File: src/rtl/srit_pkg.sv
`timescale 1ns / 1ps
// ----------------------------------------------------------------------------
// srit_pkg
// Shared types, codes and helpers for the sorted record insert table.
// ----------------------------------------------------------------------------
package srit_pkg;

    localparam int DEF_CAPACITY = 256;
    localparam int NAME_BYTES   = 20;
    localparam int FIELD_BYTES  = 20;
    localparam int NAME_BITS    = 8 * FIELD_BYTES;
    localparam int HEAD_W       = 64;
    localparam int MIDDLE_W     = 64;
    localparam int TAIL_W       = 32;
    localparam int POP_W        = 31;
    localparam int KIND_W       = 2;
    localparam int STATUS_W     = 2;
    localparam int POS_W        = 8;
    localparam int COUNT_W      = 9;
    localparam int SEL_LO_W     = 4;

    localparam logic [KIND_W-1:0] KIND_INSERT = 2'd0;
    localparam logic [KIND_W-1:0] KIND_READ   = 2'd1;
    localparam logic [KIND_W-1:0] KIND_CLEAR  = 2'd2;

    localparam logic [STATUS_W-1:0] ST_OK    = 2'd0;
    localparam logic [STATUS_W-1:0] ST_FULL  = 2'd1;
    localparam logic [STATUS_W-1:0] ST_RANGE = 2'd2;

    typedef struct packed {
        logic [HEAD_W-1:0]   name_head;
        logic [MIDDLE_W-1:0] name_middle;
        logic [TAIL_W-1:0]   name_tail;
        logic [POP_W-1:0]    population;
    } t_rec;

    typedef struct packed {
        t_rec rec;
        logic valid;
        logic gt;
    } t_link;

    typedef struct packed {
        logic cmp;
        logic ins;
        logic clr;
    } t_cell_ctl;

    // Width of the padded read index: at least one low group and two groups.
    function automatic int sel_idx_w(input int cap);
        int w;
        w = $clog2(cap);
        return (w > SEL_LO_W + 1) ? w : SEL_LO_W + 1;
    endfunction

    // Sort key of a name: bytes after the first zero byte and bytes beyond
    // the compared length are cleared, so a plain unsigned compare matches
    // the string order.
    function automatic logic [NAME_BITS-1:0] name_key(input t_rec rec);
        logic [NAME_BITS-1:0] word;
        logic [NAME_BITS-1:0] key;
        logic                 ended;
        logic [7:0]           b;
        word  = {rec.name_head, rec.name_middle, rec.name_tail};
        key   = '0;
        ended = 1'b0;
        for (int i = 0; i < FIELD_BYTES; i++) begin
            b = word[NAME_BITS-1-8*i -: 8];
            if (i >= NAME_BYTES) begin
                ended = 1'b1;
            end
            if (!ended) begin
                key[NAME_BITS-1-8*i -: 8] = b;
            end
            if (b == 8'h00) begin
                ended = 1'b1;
            end
        end
        return key;
    endfunction

endpackage

File: src/rtl/srit_cell.sv
`timescale 1ns / 1ps
// ----------------------------------------------------------------------------
// srit_cell
// One table slot: compares its record with the new one and shifts right.
// ----------------------------------------------------------------------------
module srit_cell (
    input  logic                              i_clk,
    input  logic                              i_rst_n,
    input  srit_pkg::t_cell_ctl               i_ctl,
    input  srit_pkg::t_rec                    i_new,
    input  logic [srit_pkg::NAME_BITS-1:0]    i_new_key,
    input  srit_pkg::t_link                   i_prev,
    output srit_pkg::t_link                   o_link,
    output logic                              o_take
);
    import srit_pkg::*;

    t_rec r_rec;
    logic r_valid;
    logic r_gt;

    always_ff @(posedge i_clk) begin
        if (!i_rst_n) begin
            r_valid <= 1'b0;
            r_gt    <= 1'b0;
        end else begin
            if (i_ctl.cmp) begin
                r_gt <= r_valid &&
                        ({name_key(r_rec), r_rec.population} > {i_new_key, i_new.population});
            end
            if (i_ctl.ins) begin
                r_valid <= r_valid | i_prev.valid;
            end else if (i_ctl.clr) begin
                r_valid <= 1'b0;
            end
        end
    end

    always_ff @(posedge i_clk) begin
        if (i_ctl.ins) begin
            if (r_gt || !r_valid) begin
                r_rec <= i_prev.gt ? i_prev.rec : i_new;
            end
        end
    end

    assign o_link = '{rec: r_rec, valid: r_valid, gt: r_gt};
    assign o_take = i_prev.valid && !i_prev.gt && (r_gt || !r_valid);

endmodule

File: config.mk
export PLATFORM = sky130hd
export DESIGN_NAME = srit_cell
export DESIGN_NICKNAME = d
export VERILOG_FILES = /design/src/rtl/srit_pkg.sv /design/src/rtl/srit_cell.sv
export SDC_FILE = /design/constraint.sdc
export NUM_CORES = 1
export LEC_CHECK = 0
export BUFFER_PORTS_ARGS = -buffer_cell sky130_fd_sc_hd__buf_2
export CORE_AREA = 3 3 291 293
export CTS_BUF_LIST = sky130_fd_sc_hd__clkbuf_4 sky130_fd_sc_hd__clkbuf_8
export CTS_CLUSTER_DIAMETER = 80
export CTS_CLUSTER_SIZE = 24
export DETAILED_ROUTE_END_ITERATION = 7
export DIE_AREA = 0 0 294 296
export PLACE_DENSITY = 0.42
export SYNTH_ARGS = -nofsm -noshare
export SYNTH_HDL_FRONTEND = slang
export SYNTH_SLANG_ARGS = --single-unit
File: constraint.sdc
create_clock -name i_clk -period 16.6 [get_ports i_clk]
set_input_delay 1.66 -clock i_clk [delete_from_list [all_inputs] [get_ports i_clk]]
set_output_delay 1.66 -clock i_clk [all_outputs]
set_load 0.01 [all_outputs]
# == After elaboration in Yosys (flattened, before gate mapping) ==
# Cells that the tools add are included.
# totals
in_bits,549
register_bits,193
word_cells,154
# classes
n_mux,119
bitwise_logic,1
order_cmp,1
reduce_logical,27
# ops
op,count
two-way mux 8 bit,59
greater-than comparator 191 bit,1
two-way mux 191 bit,1
logical NOT 8 bit,19
two-way mux 1 bit,59
logical AND 1 bit,3
logical NOT 1 bit,2
AND reduction 2 bit,1
nonzero test 2 bit,1
logical OR 1 bit,1
bitwise OR 1 bit,1

# == Longest topological paths before layout ==
# logic_depth
ltp_word,63
ltp_mapped,18
mapped_depth_nobuf,17

# == Least setup slack after synthesis ==
# OpenSTA, ideal clock, no wires.
# synth_timing
path_kind,input -> register
startpoint,input port i_ctl[1] (netlist bit)
endpoint,"register r_rec, in the netlist o_link[100] (enable)"
slack_ns,0.140
setup_ns,1.037
arrival_ns,15.423
required_ns,15.563
path_buffers,0
stages,1
cell_sequence,a21boi_0
# synth_via
elab_chain_cells,1
# synth_lines
item,line_no,rtl
from (decl),srit_cell.sv:9,"input srit_pkg::t_cell_ctl i_ctl,"
AND reduction 2 bit (no line),-,
to (signal assigned),srit_cell.sv:42,r_rec <= i_prev.gt ? i_prev.rec : i_new;
to (decl),srit_cell.sv:18,t_rec r_rec;
# Every way passes these cells.
# A chain may end at the register's enable or synchronous reset.

# == Worst setup path in the final report ==
# layout_timing
startpoint,"register r_rec, in the netlist o_link[185]"
endpoint,register r_gt
# layout_via
elab_chain_cells,63
elab_cells_between_ends,119
classes_between,order compare (1); mux (116); reduce/logical (2)
# layout_lines
item,line_no,rtl
logical NOT 8 bit,srit_pkg.sv:75,if (b == 8'h00) begin
two-way mux 1 bit,srit_pkg.sv:75,
two-way mux 1 bit,srit_cell.sv:27,if (i_ctl.cmp) begin
two-way mux 1 bit,srit_cell.sv:23,if (!i_rst_n) begin
two-way mux 1 bit,srit_pkg.sv:75,
two-way mux 1 bit,srit_cell.sv:27,
two-way mux 1 bit,srit_cell.sv:23,
two-way mux 1 bit,srit_pkg.sv:75,
[47 not listed],-,
two-way mux 1 bit,srit_pkg.sv:75,
two-way mux 1 bit,srit_cell.sv:27,
two-way mux 1 bit,srit_cell.sv:23,
two-way mux 8 bit,srit_pkg.sv:72,if (!ended) begin
two-way mux 8 bit,srit_cell.sv:27,
two-way mux 8 bit,srit_cell.sv:23,
greater-than comparator 191 bit (*),srit_cell.sv:29,"({name_key(r_rec), r_rec.population} > {i_new_key, i_new.population});"
logical AND 1 bit (*),srit_cell.sv:28,r_gt <= r_valid &&
to (signal assigned),srit_cell.sv:28,
to (decl),srit_cell.sv:20,logic r_gt;
# Mark *: on every way between the ends. The rest lies on a longest branch, timed or not. The select of a mux whose other input is x is not followed.

==> reports/results.tsv <==
metric	value	unit
status	complete, no violations	
ir_drop	54.1	uV
required	17.13	ns
p_sw_frac	0.340	
die_w	294	um
grt_first_pass_wirelength	92700	um
final_nets	2840	
syn2layout_area_growth	37.6	%
routed_via_density	4.19	
worst-r2r-cell-count	16	
grt_overflow_total	0	
wire_per_inst	21.0	um
vias	13392	
r2r_start	o_link[185]$_DFFE_PP_	
cts_tree	built	
cts.clk_slew.worst_paths	0.12	ns
finalSetupTns	0	ns
min_period	5.41	ns
avgSynthCellArea	10.5	sq um
grt_max_degree	133	
routed_wl	67100	um
synthCells	1367	
drc	0	
powerDensity	66.6	mW/mm^2
p_sw	0.448	mW
skew	0.0189	ns
io_pins	743	
end_kind	flip-flop	
arrival	5.94	ns
yosys.area.top_type_share	0.400	
maxCapViolCount	0	
ant_nets	0	
drive_above_1_share	0.452	
p_seq_frac	0.466	
cts_setup_buffers	0	
synth_warnings	0	
ys_ff_latch	193	
finalSetupViolations	0	
endpoint	r_gt$_SDFFE_PN0P_	
cp_max_fo	18	
final_cell_mix	741 x buf_2, 199 x inv_1, 191 x ha_1, 191 x edfxtp_1, 161 x mux2_2	
cp_slowest_cell	and4_1	
synthTopCellsByArea	edfxtp_1 40%, ha_1 17%, mux2_2 13%	
syn_nets	2107	
core_area	0.0821	sq mm
yosysTopAreaCell	edfxtp_1	
clockBufferDepth	2	
synth_edf_count	191	
cts.sinks	193	
synth_cell_types	56	
r2r_setup_slack	11.19	ns
path_cells	nor4_1, nand2_1, nand3_1, nor2_1, buf_4, and4_1, and3_1, ha_1, nand4_1, or4_4, nor3_2, and3_1, and4_1, a32oi_1, and3_4, a21oi_2	
cp.depth	16	
dieHeight	296	um
worstSkewPairLatency	0.58	ns
critPathLaunch	o_link[185]$_DFFE_PP_	
power.share.clock	0.246	
drtPass1Iterations	4	
drt-initial-drc-count	474	
intPower	0.868	mW
slew_viol_final	0	
cts.htree.levels	4	
cts_hold_buf	0	
p_leak	9.49	nW
yosys_most_used_dff	edfxtp_1	
start_kind	flip-flop	
cts-resized-gates	0	
max-slew-margin-rel	0.360	
p_comb_frac	0.288	
layout_commonest_cell	buf_2	
hold_viol	0	
grt_pass1_vias	14273	
max_stage_delay	0.70	ns
r2r-end	r_gt$_SDFFE_PN0P_	
die_area	0.0870	sq mm
cts_buffers	17	
port_buffers	742	
whs_path_depth	2	
tightest_slew	0.959	ns
grt_setup_unrepaired	false	
crit_buf_inv	1	
syn-cell-area	0.0144	sq mm
cts-root-buf	clkbuf_8	
synthArstFlopShare	0	
whs	0.593	ns
critPathTopFamily	simple AND/OR/NAND/NOR gates	
gp_congestion	0.889	
fin_crit_sh	0.326	
track_usage	0.147	
hold_class	reg -> reg	
rows	105	
fmaxAchievable	0.185	GHz
grt_antenna_before_repair	24	
yosysSeqAreaShare	0.402	
crit_type	reg -> reg	
dp_hpwl	58200	um
start_util	0.175	
## worst reg2reg max path, cell delays in order (launching register included)
cell and delay [ns]:
edfxtp_1 0.40, nor4_1 0.08, nand2_1 0.33, nand3_1 0.30
nor2_1 0.24, buf_4 0.24, and4_1 0.71, and3_1 0.45
ha_1 0.21, nand4_1 0.15, or4_4 0.63, nor3_2 0.52
and3_1 0.38, and4_1 0.34, a32oi_1 0.08, and3_4 0.21
a21oi_2 0.10
## state kept, by name, summed over array words and instances, names as in the netlist
register / cells
o_link: 191
r_gt: 1
r_valid: 1
## cell usage after synthesis, drive strengths merged (2+ instances only)
cell	count
buf	5
a31oi	4
or4	4
a21oi	60
o2111ai	3
and4	7
nand3	11
dfxtp	2
a211o	5
nand2	75
ha	191
clkbuf	33
edfxtp	191
a221oi	2
o21a	5
and3	72
o21ai	69
a221o	2
o211ai	4
o31a	2
nor2	15
o31ai	2
nor4	41
a2111oi	2
a21o	17
mux2	161
and2	90
nand2b	7
a211oi	16
a21boi	3
a31o	5
nor3	8
nor2b	4
nand4	39
inv	199
## cell families after synthesis
group,synth area share
muxes,0.126
AOI/OAI and AO/OA,0.0893
DFF,0.402
buffers and inverters,0.0628
adders and majority gates,0.167
and+or+nand+nor,0.153
## final cells by class
type                    count  area, sq um
fillers                  8990        62400
multi-input cells         937         7690
flip-flops and latches    193         5780
repair buffers            752         3810
well taps                1070         1340
inverters                 199          747
clock buffers              17          234
clock inverters            14          123
diodes                     12         30.0
## per-layer routing
| metal | GRT usage | wire length [um] | up-vias |
|---|---|---|---|
| li1 | - | - | 6480 |
| met1 | 0.176 | 28300 | 6423 |
| met2 | 0.260 | 33800 | 408 |
| met3 | 0.0366 | 3660 | 67 |
| met4 | 0.0455 | 1250 | 14 |
| met5 | 0 | 81 | - |
## stage by stage
stage | total power [mW] | util | area [sq um] | worst slack [ns] | cells
2_1_floorplan | 0.830 | - | 14400 | 0.140 | 1367
3_3_place_gp | 1.00 | 0.236 | 19400 | 10.99 | 3151
3_5_place_dp | 1.01 | 0.236 | 19400 | 10.92 | 3151
4_1_cts | 1.35 | 0.240 | 19700 | 10.91 | 3182
5_1_grt | 1.40 | 0.241 | 19800 | 10.62 | 3193
6_report | 1.32 | 0.241 | 19800 | 11.19 | 3194
## worst min path at each step
stage	start	endpoint	slack, ns
floorplan	r_valid$_SDFFE_PN0P_	r_valid$_SDFFE_PN0P_	0.49
global placement	r_valid$_SDFFE_PN0P_	r_valid$_SDFFE_PN0P_	0.57
detailed placement	r_valid$_SDFFE_PN0P_	r_valid$_SDFFE_PN0P_	0.57
CTS	r_valid$_SDFFE_PN0P_	r_valid$_SDFFE_PN0P_	0.59
global route	r_valid$_SDFFE_PN0P_	r_valid$_SDFFE_PN0P_	0.62
finish	r_valid$_SDFFE_PN0P_	r_valid$_SDFFE_PN0P_	0.59
## power groups by stage
| stage | combinational [mW] | sequential, mW | clock, mW |
|---|---|---|---|
| CTS | 0.386 | 0.614 | 0.352 |
| floorplan | 0.184 | 0.646 | 0 |
| detailed placement | 0.383 | 0.625 | 0 |
| global route | 0.423 | 0.618 | 0.359 |
| finish | 0.379 | 0.613 | 0.324 |
| global placement | 0.379 | 0.623 | 0 |
No activity file was read; power rests on OpenSTA's default activity.
